### src/rtl/core/bsub_pkg.sv
`default_nettype none

package bsub_pkg;

    // field widths of the streams
    localparam int W_NODE = 16;
    localparam int W_PROB = 33;
    localparam int W_COL  = 6;
    localparam int W_DEG  = 7;

    // fixed point one, 2^32
    localparam logic [W_PROB-1:0] FX_ONE = 33'h1_0000_0000;

    // controller states
    typedef enum logic [2:0] {
        ST_LOAD,
        ST_PRIME,
        ST_WALK,
        ST_EMIT_RD,
        ST_EMIT_OUT
    } t_state;

    // commands from controller to datapath
    typedef struct packed {
        logic in_ready;
        logic prime;
        logic walk;
        logic emit_rd;
        logic out_valid;
    } t_cmd;

    // status from datapath to controller
    typedef struct packed {
        logic row_end;
        logic walk_done;
        logic cnt_zero;
        logic out_done;
    } t_stat;

endpackage

`default_nettype wire

### src/rtl/core/bsub_ctrl.sv
`default_nettype none

module bsub_ctrl (
    input  wire                   i_clk,
    input  wire                   i_rst_n,
    input  wire bsub_pkg::t_stat  i_stat,
    output bsub_pkg::t_cmd        o_cmd
);

    bsub_pkg::t_state r_state;
    bsub_pkg::t_state n_state;

    // state register
    always_ff @(posedge i_clk) begin
        if (!i_rst_n) begin
            r_state <= bsub_pkg::ST_LOAD;
        end else begin
            r_state <= n_state;
        end
    end

    // next state
    always_comb begin
        n_state = r_state;
        case (r_state)
            bsub_pkg::ST_LOAD: begin
                if (i_stat.row_end) n_state = bsub_pkg::ST_PRIME;
            end
            bsub_pkg::ST_PRIME: begin
                n_state = bsub_pkg::ST_WALK;
            end
            bsub_pkg::ST_WALK: begin
                if (i_stat.walk_done) n_state = bsub_pkg::ST_EMIT_RD;
            end
            bsub_pkg::ST_EMIT_RD: begin
                if (i_stat.cnt_zero) n_state = bsub_pkg::ST_LOAD;
                else                 n_state = bsub_pkg::ST_EMIT_OUT;
            end
            bsub_pkg::ST_EMIT_OUT: begin
                if (i_stat.out_done) n_state = bsub_pkg::ST_LOAD;
            end
            default: begin
                n_state = bsub_pkg::ST_LOAD;
            end
        endcase
    end

    // command decode
    always_comb begin
        o_cmd = '0;
        case (r_state)
            bsub_pkg::ST_LOAD:     o_cmd.in_ready  = 1'b1;
            bsub_pkg::ST_PRIME:    o_cmd.prime     = 1'b1;
            bsub_pkg::ST_WALK:     o_cmd.walk      = 1'b1;
            bsub_pkg::ST_EMIT_RD:  o_cmd.emit_rd   = 1'b1;
            bsub_pkg::ST_EMIT_OUT: o_cmd.out_valid = 1'b1;
            default:               o_cmd           = '0;
        endcase
    end

endmodule

`default_nettype wire

### config.mk
export PLATFORM = sky130hd
export DESIGN_NAME = bsub_ctrl
export DESIGN_NICKNAME = d
export VERILOG_FILES = /design/src/rtl/core/bsub_pkg.sv /design/src/rtl/core/bsub_ctrl.sv
export SDC_FILE = /design/constraint.sdc
export NUM_CORES = 1
export LEC_CHECK = 0
export CELL_PAD_IN_SITES_DETAIL_PLACEMENT = 0
export CELL_PAD_IN_SITES_GLOBAL_PLACEMENT = 2
export CORE_AREA = 2 2 39 41
export DETAILED_ROUTE_END_ITERATION = 16
export DIE_AREA = 0 0 41 43
export DONT_BUFFER_PORTS = 1
export PLACE_DENSITY_LB_ADDON = 0.1
export SLEW_MARGIN = 15
export SYNTH_ARGS = -nofsm -noshare
export SYNTH_HDL_FRONTEND = slang
export SYNTH_SLANG_ARGS = --single-unit
### constraint.sdc
create_clock -name i_clk -period 2 [get_ports i_clk]
set_input_delay 0.3 -clock i_clk [delete_from_list [all_inputs] [get_ports i_clk]]
set_output_delay 0.3 -clock i_clk [all_outputs]
set_load 0.1 [all_outputs]
==> metrics, run 1 <==
Cell Rows=14; DR DRC count=0; unique cell type count in the Yosys netlist=15; I/O Buffers=0; Detail Route Antenna Nets=0; top cell type's share of synthesized area=0.298; Final Critical Period=1.77 ns; Critical Path RT=1.70 ns; Post-synth top flop=dfxtp_1; net count after synthesis=27; Critical Path, Cell by Cell=and3b_2; number of max-cap violations=0; HPWL after detailed placement=367 um; Hold Path Class=in2reg; initial antenna violation count=0; Die X=41 um; Tot Pwr=0.325 mW; FF-to-FF path depth=3; total track usage=0.0762; area of the core=1380 um^2; die area=1760 um^2; period utilization=0.887; Register-to-Register Setup Slack=0.69 ns; largest registers=r_state x3; top post-synthesis cells by area=dfxtp_1, nor3b_2, mux2_4, nor3b_1, buf_6; Placer Congestion=0.603; synth warn=0; crit path buf inv count=0; Post-synth EDFFs=0; Hold Path Depth=2; setup bufs post-CTS=0; filler instances=158; clk root buf=clkbuf_4; worst r2r src=r_state[0]; Slew @ Worst Pin=0.497 ns; Max-slew headroom=0.668; TritonRoute pass-1 iters=1; WHS Endpoint=r_state[0]; fmax=564 MHz; status=finished, final reports clean; DRT iter0 DRCs=0; crit path max fanout=8; wire length per cell=11.7 um; IO Pins=11; placed cell areas=264 um^2; clock tree buffer depth=2; # setup viols final=0; Post-synth ARST share=0; Hold Buf Count CTS=0; Final Cell Area=290 um^2; GRT overflow=0; WS Path Type=reg2out; Avg Cell Area, Syn=9.59 um^2; RSZ-0062 raised after global routing=no; sequential cell area fraction in the yosys report=0.298; Mapped Area=201 um^2; first-pass GRT wire length=848 um; commonest cells in the synthesized netlist=dfxtp_1, nand2_1, nor2_1, nor3b_1, nor3b_2; pre-CTS WS=0.460 ns; largest vdd supply drop=0.208 mV; Worst Hold Launch=i_rst_n; PnR worst setup slack=0.226 ns; Via Count=170; CTS tree=built; Reg2Reg Capture Point=r_state[2]; final WL=504 um; Synth area leader=dfxtp_1; Synth Instances=21; CP Launch Point=r_state[1]; largest net degree at the start of global routing=9; CTS resizes=0; Initial Util=0.146; max reg flops=3; area growth from synthesis to layout=44.1%; clk sink count=3; slowest cell delay on critical path=0.62 ns; vias per inst=3.95; post-route setup TNS=0 ns; Crit path max-delay family=flip-flops; Clk Latency, worst-skew pair=0.23 ns; Slew Limit Fails=0; Die H=43 um; clk slew on worst S/H paths=0.04 ns; number of global-route vias before repair=198; most frequent cell after synthesis=dfxtp_1; final hold viol count=0; H-tree depth=1; Lkg Pwr=0.118 nW; largest register by flop count=r_state; Critical-path top delay cell=dfxtp_1; ANT cells=0; CP startpoint kind=register; CP arrival=1.47 ns; Inserted Clock Buffers=3; Hold Slack=0.190 ns; Final #Nets=34; Synth Register Bits=3; power per cell area=1120 nW/um^2; nature of the critical path endpoint=output port; clk_skew=0.000947 ns; fraction of layout cells with a size suffix above 1=0.481
[layout make-up]
cell class | count | area (um^2) | area share
Sequential cell | 3 | 60.1 | 0.207
Clock buffer | 4 | 26.3 | 0.0905
Tap cell | 16 | 20.0 | 0.0690
Timing Repair Buffer | 4 | 30.0 | 0.103
Multi-Input combinational cell | 15 | 150 | 0.517
Inverter | 1 | 3.75 | 0.0129
[metrics by stage]
| stage | cells | util |
|---|---|---|
| finish | 43 | 0.210 |
| global route | 43 | 0.210 |
| CTS | 43 | 0.210 |
| detailed placement | 39 | 0.191 |
| global placement | 39 | 0.191 |
| floorplan | 21 | - |
[layout by cell type, fill, tap and decap left out, drive strengths merged]
master  netlist  layout
buf           2       4
clkbuf        0       4
nor3b         4       4
dfxtp         3       3
nor2          2       2
nand2         2       2
nor3          1       1
and3b         1       1
inv           1       1
mux2i         1       1
xnor2         1       1
mux2          1       1
nor2b         1       1
o221a         1       1
[routing by layer]
layer | part of all wire | vias to the layer above | track usage | routed length [um]
li1 | - | 83 | - | -
met1 | 0.40 | 78 | 0.0897 | 203
met2 | 0.50 | 9 | 0.100 | 254
met3 | 0.091 | 0 | 0.0366 | 46
met4 | 0 | 0 | 0.0600 | 0
met5 | 0 | - | 0 | 0
[how the worst max path moves through the flow]
stage	cells past startpoint	slack, ns	to
floorplan	2	0.04	o_cmd[3]
global route	1	0.16	o_cmd[1]
detailed placement	1	0.46	o_cmd[1]
global placement	1	0.50	o_cmd[1]
CTS	1	0.21	o_cmd[1]
finish	1	0.23	o_cmd[1]
[power breakdown]
part / switching, mW / total, mW / internal [mW]
Combinational: 0.0948 / 0.132 / 0.0372
Sequential: 0.0211 / 0.0873 / 0.0662
Clock: 0.0308 / 0.105 / 0.0747
[kinds of logic (layout without fill, tap and decap cells)]
| kind of cell | Yosys count | after routing | share of synthesized area |
|---|---|---|---|
| and+or+nand+nor | 11 | 11 | 0.379 |
| buffers and inverters | 3 | 9 | 0.0993 |
| muxes | 2 | 2 | 0.124 |
| xor gates and xnor gates | 1 | 1 | 0.0435 |
| DFF | 3 | 3 | 0.298 |
| AOI/OAI and AO/OA | 1 | 1 | 0.0559 |
Power figures use the tool's default switching activity.
==> run 2, diff against run 1 <==
--- a/config.mk
+++ b/config.mk
@@ -5,6 +5,7 @@
 export SDC_FILE = /design/constraint.sdc
 export NUM_CORES = 1
 export LEC_CHECK = 0
+export ABC_AREA = 1
 export CELL_PAD_IN_SITES_DETAIL_PLACEMENT = 0
 export CELL_PAD_IN_SITES_GLOBAL_PLACEMENT = 2
 export CORE_AREA = 2 2 39 41
==> run 2 against run 1 <==
Against the previous run: fmax increased by 10%; first-iteration DRC count up 2; global-route usage is 0.30 points lower; synthesized area is 5.0% lower; via count is 11% higher; synthesized cell count increased by 33%; critical endpoint is now o_cmd[4]; largest power group unchanged; highest routed layer unchanged.
==> metrics, run 2 <==
status=finished, final reports clean; top post-synthesis cells by area=dfxtp_1, inv_1, nor2_1, nand2_2, a21boi_2; Post-synth ARST share=0 (unchanged); max reg flops=3 (unchanged); largest register by flop count=r_state; setup bufs post-CTS=0 (unchanged); Cell Rows=14 (unchanged); commonest non-fill, non-tap cells in the layout=inv_1, buf_4; CTS resizes=0 (unchanged); Crit path max-delay family=buffers and inverters; Die H=43 um (unchanged); area growth from synthesis to layout=48.4%; clk sink count=3 (unchanged); first-pass GRT wire length=793 um (-6.5%); Mapped Area=191 um^2 (-5.0%); area of the core=1380 um^2 (unchanged); HPWL after detailed placement=402 um (+9.5%); number of max-cap violations=0 (unchanged); Synth Instances=28 (+33%); DRT iter0 DRCs=2 (+2); largest registers=r_state x3; Post-synth top flop=dfxtp_1; total track usage=0.0732 (-0.00301); power per cell area=1200 nW/um^2 (+6.8%); largest family of logic cells by synthesized area=simple AND/OR/NAND/NOR gates; Initial Util=0.138 (-0.00723); RSZ-0062 raised after global routing=no; final hold viol count=0 (unchanged); Detail Route Antenna Nets=0 (unchanged); Compound-Gate Fraction of Synth Area=0.0980 (+0.0421); Final Critical Period=1.61 ns (-0.164 ns); Critical-path top delay cell=dfxtp_1; fmax=621 MHz (+10%); clk_skew=0.00189 ns (+0.000947 ns); # setup viols final=0 (unchanged); largest net degree at the start of global routing=8 (-1); area fraction in and, or, nand and nor cells after synthesis=0.451 (+0.0721); Lkg Pwr=0.130 nW (+10%); CP arrival=1.31 ns (-0.16 ns); TritonRoute pass-1 iters=4 (+3); ANT cells=0 (unchanged); largest vdd supply drop=0.286 mV (+37%); Avg Cell Area, Syn=6.84 um^2 (-29%); Die X=41 um (unchanged); post-synthesis mux area share=0 (-0.124); I/O Buffers=0 (unchanged); Final #Nets=43 (+26%); Synth area leader=dfxtp_1; fraction of layout cells with a size suffix above 1=0.472 (-0.00926); Max-slew headroom=0.685 (+0.0164); Synth Register Bits=3 (unchanged); clk root buf=clkbuf_4; commonest cells in the synthesized netlist=inv_1, nor2_1, dfxtp_1, nand2_1; CP startpoint kind=register; Slew @ Worst Pin=0.472 ns (-0.0245 ns); final WL=493 um (-2.2%); Synth Area in XOR/XNOR=0 (-0.0435); top cell type's share of synthesized area=0.314 (+0.0156); wire length per cell=9.48 um (-19%); GRT overflow=0 (unchanged); IO Pins=11 (unchanged); Clk Latency, worst-skew pair=0.23 ns (about the same); Hold Path Class=in2reg; Via Count=188 (+11%); unique cell type count in the Yosys netlist=13 (-2); commonest non-fill, non-tap cell in the layout=inv_1; Hold Buf Count CTS=0 (unchanged); H-tree depth=1 (unchanged); vias per inst=3.62 (-8.6%); crit path max fanout=4 (-4); final cell count without fillers=52 (+21%); CTS tree=built; number of global-route vias before repair=212 (+7.1%); net count after synthesis=34 (+26%); nature of the critical path endpoint=output port; Placer Congestion=0.652 (+8.2%); WS Path Type=reg2out; adder-cell share of the synthesized area=0 (unchanged); Slew Limit Fails=0 (unchanged); initial antenna violation count=0 (unchanged); crit path buf inv count=2 (+2); clk slew on worst S/H paths=0.04 ns (about the same); slowest cell delay on critical path=0.35 ns (-0.27 ns); die area=1760 um^2 (unchanged); clock tree buffer depth=2 (unchanged); period utilization=0.805 (-0.0819); dpl cells=48 (+23%); Inserted Clock Buffers=3 (unchanged); synth warn=0 (unchanged); Critical Path RT=1.70 ns (about the same); Post-synth EDFFs=0 (unchanged); post-route setup TNS=0 ns (unchanged); Tot Pwr=0.339 mW (+4.5%); DR DRC count=0 (unchanged); sequential cell area fraction in the yosys report=0.314 (+0.0156); Register-to-Register Setup Slack=0.70 ns (about the same); Critical Path, Cell by Cell=nor2_1, inv_1, nor2_2, buf_4
==> run 2: final cells by class <==
| type | count | area [um^2] |
|---|---|---|
| multi-input combinational | 18 | 121 |
| sequential | 3 | 60.1 |
| tap | 16 | 20.0 |
| inverter | 7 | 26.3 |
| fill | 167 | 1100 |
| timing repair buffer | 4 | 30.0 |
| clock buffer | 4 | 26.3 |
==> run 2: cells by family (layout without fill, tap and decap cells) <==
logic type | Yosys count | count (layout)
DFF | 3 | 3
AOI/OAI and AO/OA | 2 | 2
buffers and inverters | 7 | 15
and+or+nand+nor | 16 | 16
==> run 2: worst paths after layout <==
path              depth (start not counted)         end  startpoint
setup / recovery                          4    o_cmd[4]  r_state[0]
hold reg to reg                           2  r_state[2]  r_state[2]
setup reg to reg                          5  r_state[2]  r_state[1]
hold / removal                            1  r_state[1]     i_rst_n
==> run 2: routing by layer <==
layer | wire length, um | global-route usage | vias to the layer above
li1 | - | - | 101
met1 | 225 | 0.0801 | 77
met2 | 222 | 0.0906 | 10
met3 | 45 | 0.0366 | 0
met4 | 0 | 0.0800 | 0
met5 | 0 | 0 | -
==> run 2: per-stage QoR <==
stage          cell area, um^2   util  setup WS, ns  hold WS, ns
6_report                   284  0.205         0.390        0.188
3_5_place_dp               258  0.186         0.621        0.433
4_1_cts                    284  0.205         0.361        0.181
5_1_grt                    284  0.205         0.277        0.185
2_1_floorplan              201      -        0.0911        0.418
3_3_place_gp               258  0.186         0.602        0.432
==> run 2: power by group <==
part	switching, mW	internal [mW]
logic	0.122	0.0293
clock network	0.0329	0.0749
registers	0.0139	0.0667
